$ cat src/hdl/dff_pkg.sv
package dff_pkg;

  localparam int unsigned TABLE_ENTRIES = 32;
  localparam int unsigned IDX_W = (TABLE_ENTRIES > 1) ? $clog2(TABLE_ENTRIES) : 1;
  localparam int unsigned CNT_W = $clog2(TABLE_ENTRIES + 1);
  localparam int unsigned ADDR_W = 48;
  localparam int unsigned SEQ_W = 16;
  localparam logic [SEQ_W-1:0] SEQ_TOP = '1;

  typedef struct packed {
    logic [SEQ_W-1:0]  seq;
    logic [ADDR_W-1:0] addr;
  } entry_t;

  typedef struct packed {
    logic             we;
    logic [IDX_W-1:0] waddr;
    entry_t           wdata;
    logic             re;
    logic [IDX_W-1:0] raddr;
  } mem_req_t;

  typedef struct packed {
    logic table_full_drop;
    logic source_known;
    logic is_new;
  } result_t;

  typedef enum logic [1:0] {
    ST_IDLE,
    ST_SCAN,
    ST_DONE
  } state_e;

endpackage

$ cat src/hdl/duplicate_frame_filter.sv
// duplicate frame filter, receive side
// slave stream: one transaction per received frame, tdata carries the
//   sender address and the frame's sequence number
// master stream: one transaction per frame with three flags: is_new
//   (forward the frame), source_known (sender was in the table) and
//   table_full_drop (sender was new but the table had no room)
// the sender table lives in a single-port-read memory; a frame is
//   checked by reading the stored senders one per cycle in the order
//   they were added, then writing back the new sequence number when it
//   is newer or appending an unknown sender when there is room
// frames are handled one at a time: a new frame is taken only after the
//   previous result has left the search engine, and the search is paced
//   by the one read per cycle of the table memory
// reset empties the table (entry count cleared, no clearing pass)
// when the receiver stalls, the result waits in the output register
//   and the next frame is still taken and searched; a second finished
//   result waits inside the search engine until the output frees up
module duplicate_frame_filter
  import dff_pkg::*;
(
  input  logic        clk_i,
  input  logic        rst_ni,
  input  logic        s_axis_tvalid,
  output logic        s_axis_tready,
  input  logic [63:0] s_axis_tdata,  // [47:0] source_address, [63:48] sequence_number
  output logic        m_axis_tvalid,
  input  logic        m_axis_tready,
  output logic [7:0]  m_axis_tdata   // [0] is_new, [1] source_known, [2] table_full_drop
);

  mem_req_t mem_req;
  entry_t   mem_rdata;
  logic     res_valid;
  logic     res_ready;
  result_t  res;

  // output register state
  logic    m_valid_q, m_valid_d;
  result_t m_res_q, m_res_d;

  dff_table u_table (
    .clk_i   (clk_i),
    .req_i   (mem_req),
    .rdata_o (mem_rdata)
  );

  dff_ctrl u_ctrl (
    .clk_i       (clk_i),
    .rst_ni      (rst_ni),
    .in_valid_i  (s_axis_tvalid),
    .in_ready_o  (s_axis_tready),
    .in_addr_i   (s_axis_tdata[ADDR_W-1:0]),
    .in_seq_i    (s_axis_tdata[ADDR_W+SEQ_W-1:ADDR_W]),
    .res_valid_o (res_valid),
    .res_o       (res),
    .res_ready_i (res_ready),
    .mem_req_o   (mem_req),
    .mem_rdata_i (mem_rdata)
  );

  // the output slot takes a new result when empty or being drained
  assign res_ready = !m_valid_q || m_axis_tready;

  always_comb begin
    m_valid_d = m_valid_q;
    m_res_d   = m_res_q;
    if (res_ready) begin
      m_valid_d = res_valid;
      if (res_valid) begin
        m_res_d = res;
      end
    end
  end

  always_ff @(posedge clk_i or negedge rst_ni) begin
    if (!rst_ni) begin
      m_valid_q <= 1'b0;
    end else begin
      m_valid_q <= m_valid_d;
    end
  end

  // payload, no reset needed
  always_ff @(posedge clk_i) begin
    m_res_q <= m_res_d;
  end

  assign m_axis_tvalid = m_valid_q;
  assign m_axis_tdata  = {5'b0, m_res_q.table_full_drop, m_res_q.source_known,
                          m_res_q.is_new};

endmodule

$ cat src/hdl/dff_table.sv
module dff_table
  import dff_pkg::*;
(
  input  logic     clk_i,
  input  mem_req_t req_i,
  output entry_t   rdata_o
);

  entry_t mem [TABLE_ENTRIES];
  entry_t rdata_q;

  // write port
  always_ff @(posedge clk_i) begin
    if (req_i.we) begin
      mem[req_i.waddr] <= req_i.wdata;
    end
  end

  // registered read port
  always_ff @(posedge clk_i) begin
    if (req_i.re) begin
      rdata_q <= mem[req_i.raddr];
    end
  end

  assign rdata_o = rdata_q;

endmodule

$ cat src/hdl/dff_ctrl.sv
module dff_ctrl
  import dff_pkg::*;
(
  input  logic              clk_i,
  input  logic              rst_ni,
  input  logic              in_valid_i,
  output logic              in_ready_o,
  input  logic [ADDR_W-1:0] in_addr_i,
  input  logic [SEQ_W-1:0]  in_seq_i,
  output logic              res_valid_o,
  output result_t           res_o,
  input  logic              res_ready_i,
  output mem_req_t          mem_req_o,
  input  entry_t            mem_rdata_i
);

  state_e            state_q, state_d;
  logic [CNT_W-1:0]  count_q, count_d;
  logic [CNT_W-1:0]  issue_q, issue_d;
  logic [IDX_W-1:0]  cmp_q, cmp_d;
  logic              rdv_q, rdv_d;
  logic [ADDR_W-1:0] addr_q, addr_d;
  logic [SEQ_W-1:0]  seq_q, seq_d;
  result_t           res_q, res_d;

  logic hit;
  logic fresh;
  logic last;

  assign hit   = rdv_q && (mem_rdata_i.addr == addr_q);
  assign fresh = ((mem_rdata_i.seq == SEQ_TOP) && (seq_q < mem_rdata_i.seq)) ||
                 (seq_q > mem_rdata_i.seq);
  assign last  = rdv_q && (CNT_W'(cmp_q) == (count_q - CNT_W'(1)));

  always_ff @(posedge clk_i or negedge rst_ni) begin
    if (!rst_ni) begin
      state_q <= ST_IDLE;
      count_q <= '0;
      rdv_q   <= 1'b0;
    end else begin
      state_q <= state_d;
      count_q <= count_d;
      rdv_q   <= rdv_d;
    end
  end

  always_ff @(posedge clk_i) begin
    issue_q <= issue_d;
    cmp_q   <= cmp_d;
    addr_q  <= addr_d;
    seq_q   <= seq_d;
    res_q   <= res_d;
  end

  always_comb begin
    state_d     = state_q;
    count_d     = count_q;
    issue_d     = issue_q;
    cmp_d       = cmp_q;
    rdv_d       = 1'b0;
    addr_d      = addr_q;
    seq_d       = seq_q;
    res_d       = res_q;
    in_ready_o  = 1'b0;
    res_valid_o = 1'b0;
    mem_req_o   = '0;
    mem_req_o.wdata.addr = addr_q;
    mem_req_o.wdata.seq  = seq_q;

    unique case (state_q)
      ST_IDLE: begin
        in_ready_o = 1'b1;
        if (in_valid_i) begin
          addr_d  = in_addr_i;
          seq_d   = in_seq_i;
          issue_d = '0;
          state_d = ST_SCAN;
        end
      end

      ST_SCAN: begin
        // one read issued per cycle, compare runs on the registered read data
        if (issue_q < count_q) begin
          mem_req_o.re    = 1'b1;
          mem_req_o.raddr = issue_q[IDX_W-1:0];
          issue_d         = issue_q + CNT_W'(1);
          cmp_d           = issue_q[IDX_W-1:0];
          rdv_d           = 1'b1;
        end
        if (hit) begin
          mem_req_o.we         = fresh;
          mem_req_o.waddr      = cmp_q;
          res_d.is_new         = fresh;
          res_d.source_known   = 1'b1;
          res_d.table_full_drop = 1'b0;
          rdv_d                = 1'b0;
          state_d              = ST_DONE;
        end else if (last || (count_q == '0)) begin
          res_d.is_new       = 1'b1;
          res_d.source_known = 1'b0;
          rdv_d              = 1'b0;
          if (count_q < CNT_W'(TABLE_ENTRIES)) begin
            mem_req_o.we          = 1'b1;
            mem_req_o.waddr       = count_q[IDX_W-1:0];
            count_d               = count_q + CNT_W'(1);
            res_d.table_full_drop = 1'b0;
          end else begin
            res_d.table_full_drop = 1'b1;
          end
          state_d = ST_DONE;
        end
      end

      ST_DONE: begin
        res_valid_o = 1'b1;
        if (res_ready_i) begin
          state_d = ST_IDLE;
        end
      end

      default: state_d = ST_IDLE;
    endcase
  end

  assign res_o = res_q;

endmodule

$ cat config.mk
export PLATFORM = sky130hd
export DESIGN_NAME = duplicate_frame_filter
export DESIGN_NICKNAME = d
export VERILOG_FILES = /design/src/hdl/dff_pkg.sv /design/src/hdl/duplicate_frame_filter.sv /design/src/hdl/dff_table.sv /design/src/hdl/dff_ctrl.sv
export SDC_FILE = /design/constraint.sdc
export NUM_CORES = 2
export LEC_CHECK = 0
export BUFFER_PORTS_ARGS = -buffer_cell sky130_fd_sc_hd__buf_4
export CAP_MARGIN = 30
export CORE_ASPECT_RATIO = 0.6
export CORE_MARGIN = 2
export CORE_UTILIZATION = 45
export DETAILED_ROUTE_END_ITERATION = 6
export GPL_TIMING_DRIVEN = 1
export PLACE_DENSITY_LB_ADDON = 0.08
export SLEW_MARGIN = 30
export SYNTH_ARGS = -nofsm -noshare
export SYNTH_HDL_FRONTEND = slang
export SYNTH_SLANG_ARGS = --single-unit
$ cat constraint.sdc
create_clock -name clk_i -period 19.7 [get_ports clk_i]
set_input_delay 3.94 -clock clk_i [delete_from_list [all_inputs] [get_ports clk_i]]
set_output_delay 3.94 -clock clk_i [all_outputs]
set_load 0.05 [all_outputs]
======== Word-level counts from Yosys, hierarchy flattened ========
Memory sizes are Yosys's and may differ from the RTL's. A register that Yosys moved wholly into a read port is not among the register bits.
Index checks and enable logic that the tools add are counted.
W data, S select, Z words.
word-level totals
  register bits ........................... 91
  memory bits (writable) .................. 2048
  input bits .............................. 68
  output and inout port bits .............. 10
  word-level logic and storage cells ...... 75
  memories ................................ 1
memory list
  name         words  width  rd ports  clocked after memory_dff  write ports  line            text
  u_table.mem  32     64     1         1                         1            dff_table.sv:9  entry_t mem [TABLE_ENTRIES];
cells by class
  $add $sub $neg .......................... 3
  $lt $le $gt $ge ......................... 4
  eq/ne operators ......................... 9
  multiplexer cells ....................... 25
  bitwise gates (word level) .............. 1
  reductions and logical operators ........ 18
operator list
  kind                    count
  $eq A48 B48 Y1          1
  $mux W6                 8
  $eq A16 B16 Y1 const B  1
  $gt A16 B16 Y1          1
  $lt A16 B16 Y1          1
  $add A6 B1 Y6 const B   2
  $pmux W6 S2             1
  $mux W1                 10
  $mux W2                 4
  $reduce_and A2 Y1       4
  $eq A5 B6 Y1            1
  $logic_not A6 Y1        1
  $lt A6 B6 Y1            1
  $lt A6 B6 Y1 const B    1
  $pmux W2 S3             1
  $reduce_and A3 Y1       2
  $sub A6 B1 Y6 const B   1
  $ne A2 B2 Y1 const B    2
  $reduce_and A4 Y1       1
  $reduce_bool A2 Y1      2
  $logic_and A1 B1 Y1     3
  $logic_or A1 B1 Y1      3
  $mux W3                 1
  $ne A3 B1 Y1 const B    1
  other kinds (6)         6

======== Depth between registers and ports, before layout ========
  depth in word-level cells ............... 9
  depth in mapped cells ................... 14
  mapped depth without buffers ............ 10

======== By module ========
From an unflattened synthesis, not the netlist that was laid out.
unflattened totals
  cells, all modules ...................... 3446
  area total of the unflattened synthesis .. 84120.7 um2
by module, submodules not included
  module                  times used  cells each  area each (um2)  seq. area each (um2)
  dff_table               1           3097        79592.6          63420.8
  dff_ctrl                1           336         4342.9           2567.5
  duplicate_frame_filter  1           13          185.2            115.1

======== Worst setup path after synthesis ========
OpenSTA, ideal clock, no wires.
  path type ............................... flip-flop to flip-flop
  start ................................... register u_ctrl.seq_q[7]
  end ..................................... memory u_table.mem[3][0] (netlist name), enable pin
  library setup time ...................... 578 ps
  arrival time ............................ 7197 ps
  data required time ...................... 19122 ps
  path slack .............................. 11925 ps
  cell stages (with the launch flop) ...... 9
  path buffers ............................ 0
  clock period less this slack ............ 7775 ps
  cells stage by stage .................... edfxtp_1 ha_1 a21oi_1 o21ai_0 a221o_1 o311ai_0 o21ai_0 o41a_2 nor3b_1
on the way
  cells in the longest elaborated chain, start to end .. 7
  elaborated cells between the ends (all ways) .. 8
  classes of those cells .................. 2 x order compare; 4 x mux; 2 x reduce/logical
RTL lines
  element                          line             text
  from (decl)                      dff_ctrl.sv:23   logic [SEQ_W-1:0] seq_q, seq_d;
  from (signal assigned)           dff_ctrl.sv:51   seq_q <= seq_d;
  $lt A16 B16 Y1                   dff_ctrl.sv:31   assign fresh = ((mem_rdata_i.seq == SEQ_TOP) && (seq_q < mem_rdata_i.seq)) ||
  $logic_and A1 B1 Y1              dff_ctrl.sv:31
  $logic_or A1 B1 Y1 *             dff_ctrl.sv:31
  $mux W6 *                        dff_ctrl.sv:90   if (hit) begin
  $mux W6 *                        dff_ctrl.sv:70   unique case (state_q)
  $mux W1 *                        dff_table.sv:14  if (req_i.we) begin
  $mux W1 (not written as such) *  dff_table.sv:15  mem[req_i.waddr] <= req_i.wdata;
  to (decl)                        dff_table.sv:9
Every way passes the cells marked *; elsewhere a longest branch is shown, timed or not.

======== Final worst setup path ========
  start ................................... register u_ctrl.addr_q[43]
  end ..................................... memory u_table.mem[8][15] (netlist name), enable pin
on the way
  cells in the longest elaborated chain, start to end .. 6
RTL lines
  element                        line             text
  from (decl)                    dff_ctrl.sv:22   logic [ADDR_W-1:0] addr_q, addr_d;
  from (signal assigned)         dff_ctrl.sv:50   addr_q <= addr_d;
  $eq A48 B48 Y1 *               dff_ctrl.sv:30   assign hit = rdv_q && (mem_rdata_i.addr == addr_q);
  $logic_and A1 B1 Y1 *          dff_ctrl.sv:30
  $mux W6 *                      dff_ctrl.sv:90
  $mux W6 *                      dff_ctrl.sv:70
  $mux W1                        dff_table.sv:14
  $mux W1 (not written as such)  dff_table.sv:15
Marked as above.

==> metrics <==
Post-Place Setup Slack 12.31 ns; GR Overflow Total 0; RePlAce Congestion around 0.80; Die Ht about 340 um; Num CTS Buffers 208; Post-Syn Area 86700 um2; placed cell areas 91100 um2; DRT antenna net count 0; kind of critical path reg2reg; largest net degree at the start of global routing 144; gr usage total 0.266; CP Capture Type register; wire per inst around 34 um; initial antenna violation count 7; Post-CTS Setup Inserts 0; Cell variety after synth 58; most used cell, CP buf_4; CP required slightly above 20 ns; post-synthesis cell count 5010; status finished clean; layout cells sized above 1 0.174; synth warn 0; sw frac 0.342; ys async rst share 0.00454; RR Startpoint u_ctrl.addr_q[43]; final setup vio count 0; clk buf depth 4; final hold violation count 0; PortBufs 72; vias in the first global route about 47000; Tmin final about 7 ns; FP Rows 124; core box area between 150000 and 200000 um2; initial core utilization 0.454; drt first-iter violations between 6000 and 7000; Slew HR 0.295; Top FF cell, synth edfxtp_1; R2R depth 11; Worst IR Drop VDD roughly 0.12 mV; Pint 8.96 mW; crit path DAT about 7.4 ns; Avg Inst Size Synth around 17 um2; Worst Hold Launch u_ctrl.res_o[2]; final non-filler cell area roughly 98000 um2; Synth area leaders edfxtp_1 (76%), mux2i_1 (3.7%), mux2_2 (3.4%); cell with the most instances after synthesis edfxtp_1; Least-Margin Pin Slew roughly 1.1 ns; Clk pwr share 0.283; Pwr Density roughly 140 nW/um2; crit path cell chain buf_4, xnor2_1, nand4_1, nor4_2, nand4_1, buf_6, mux2i_1, nand2_1, nor2_4, buf_4, buf_4; Clk pin slew, worst setup/hold paths roughly 0.06 ns; TritonCTS clock tree done; H-tree levels 4; Via density 6.28; router iterations before antenna repair 6; first-pass GRT wire length about 370000 um; Die X approximately 570 um; Yosys reg bits 2203; final worst slack about 13 ns; CTS sink count 2203; sw power 4.66 mW; Max Fclk roughly 140 MHz; Synth area leader edfxtp_1; final worst-path cycle share 0.353; Max FO, Critical Path 33; Layout Area Growth over Synthesis 12.5%; I/O pin count approximately 80; Root Driver clkbuf_16; Post-synth EDFFs 2193; vias between 40000 and 50000; flop-to-flop setup slack between 10 and 15 ns; register area share after synthesis 0.762; WHS 0.430 ns; drc violations 0; CP Capture Point u_table.mem[8][15]; final wirelength approximately 270000 um; PostCTS Resize Cnt 0; sequential share of power 0.421; HP Class reg2reg; Synth top area share 0.759; setup_tns 0 ns; worst r2r dst u_table.mem[8][15]; Slowest-stage cell, CP nor4_2; worst-skew pair later-pin latency between 0.8 and 0.9 ns; DP HPWL 132000 um; Comb pwr share 0.296; Worst Setup Start Kind register; CP startpoint u_ctrl.addr_q[43]; RSZ-0062 raised after global routing false; leakage slightly above 30 nW; die area between 150000 and 200000 um2; Slew Viols, Final 0; synth cell count leaders edfxtp_1 (2193), o21ai_0 (393), mux2i_1 (324); CP max stage delay 1.02 ns; Max Cap Viol 0; Nets 5215; hold_buf cts 0; Clock Skew ~0.045 ns
[sequential cells by signal (all words and copies together), names as in the netlist]
signal           count
m_axis_tdata         3
m_axis_tvalid        1
u_ctrl.addr_q       48
u_ctrl.cmp_q         5
u_ctrl.count_q       6
u_ctrl.issue_q       6
u_ctrl.rdv_q         1
u_ctrl.res_o         3
u_ctrl.seq_q        16
u_ctrl.state_q       2
u_table.mem       2048
u_table.rdata_o     64
[per-stage QoR]
step,utilization,total power [mW],std cells
after detailed placement,0.477,9.79,7485
after global routing,0.511,14.1,7859
after floorplan,-,8.27,5014
after CTS,0.510,13.6,7848
after global placement,0.475,9.78,7475
final,0.511,13.6,7861
[worst min path at each step]
| stage | cells past startpoint | slack (ns) | end |
|---|---|---|---|
| finish | 0 | 0.43 | m_axis_tdata[2] |
| global route | 0 | 0.44 | m_axis_tdata[1] |
| CTS | 0 | 0.43 | m_axis_tdata[0] |
| detailed placement | 0 | 0.42 | m_axis_tdata[0] |
| global placement | 0 | 0.41 | m_axis_tdata[2] |
| floorplan | 0 | 0.40 | m_axis_tdata[0] |
[critical path: cells and delay by family (launching register included)]
kind | cells | cell delay [ns]
and+or+nand+nor | 5 | 3.41
buffers and inverters | 4 | 1.80
DFF | 1 | 0.36
xor gates and xnor gates | 1 | 0.22
muxes | 1 | 0.56
[placed cells by master, fill, tap and decap left out, types with 55 or more instances in the layout]
cell type	count
a221oi_1	192
xnor2_1	55
mux2i_1	324
o32ai_1	64
mux4_2	64
o22ai_1	128
o21ai_0	393
nor3_1	74
edfxtp_1	2193
a21oi_1	201
nand2b_1	133
mux2_2	260
nand2_1	88
clkbuf_16	213
a211oi_1	64
o221ai_1	192
buf_4	235
[power groups by stage]
stage          combinational [mW]  clock, mW  sequential, mW
2_1_floorplan                2.37          0            5.90
3_3_place_gp                 3.94          0            5.85
3_5_place_dp                 3.95          0            5.84
4_1_cts                      3.96       3.91            5.74
5_1_grt                      4.27       4.09            5.74
6_report                     4.03       3.85            5.73
[metal layers]
| layer | up-vias | part of all wire | GRT usage |
|---|---|---|---|
| met2 | 2435 | 0.41 | 0.373 |
| met5 | - | 0.000049 | 0 |
| met3 | 349 | 0.094 | 0.0587 |
| met4 | 2 | 0.019 | 0.0559 |
| li1 | 20713 | - | - |
| met1 | 25859 | 0.47 | 0.424 |
[cell families (layout without fill, tap and decap cells)]
kind of cell | Yosys count | count (layout) | share of synthesized area
flip-flops | 2203 | 2203 | 0.762
AO/OA/AOI/OAI | 1258 | 1258 | 0.0966
multiplexers | 648 | 648 | 0.0878
AND/OR/NAND/NOR | 406 | 406 | 0.0247
buffers and inverters | 406 | 667 | 0.0187
XOR/XNOR | 63 | 63 | 0.00636
adder cells (fa/ha/maj) | 25 | 25 | 0.00361
other | 1 | 8 | 0.0000432
[layout make-up]
class	count	area [um2]
Tap cell	2583	3230
Sequential cell	2203	66100
Antenna cell	3	7.51
Timing Repair Buffer	271	2390
Inverter	33	144
Multi-Input combinational cell	2405	19400
Fill cell	15543	93400
Clock buffer	266	5550
Clock inverter	97	743
No activity file was read; power rests on OpenSTA's default activity.
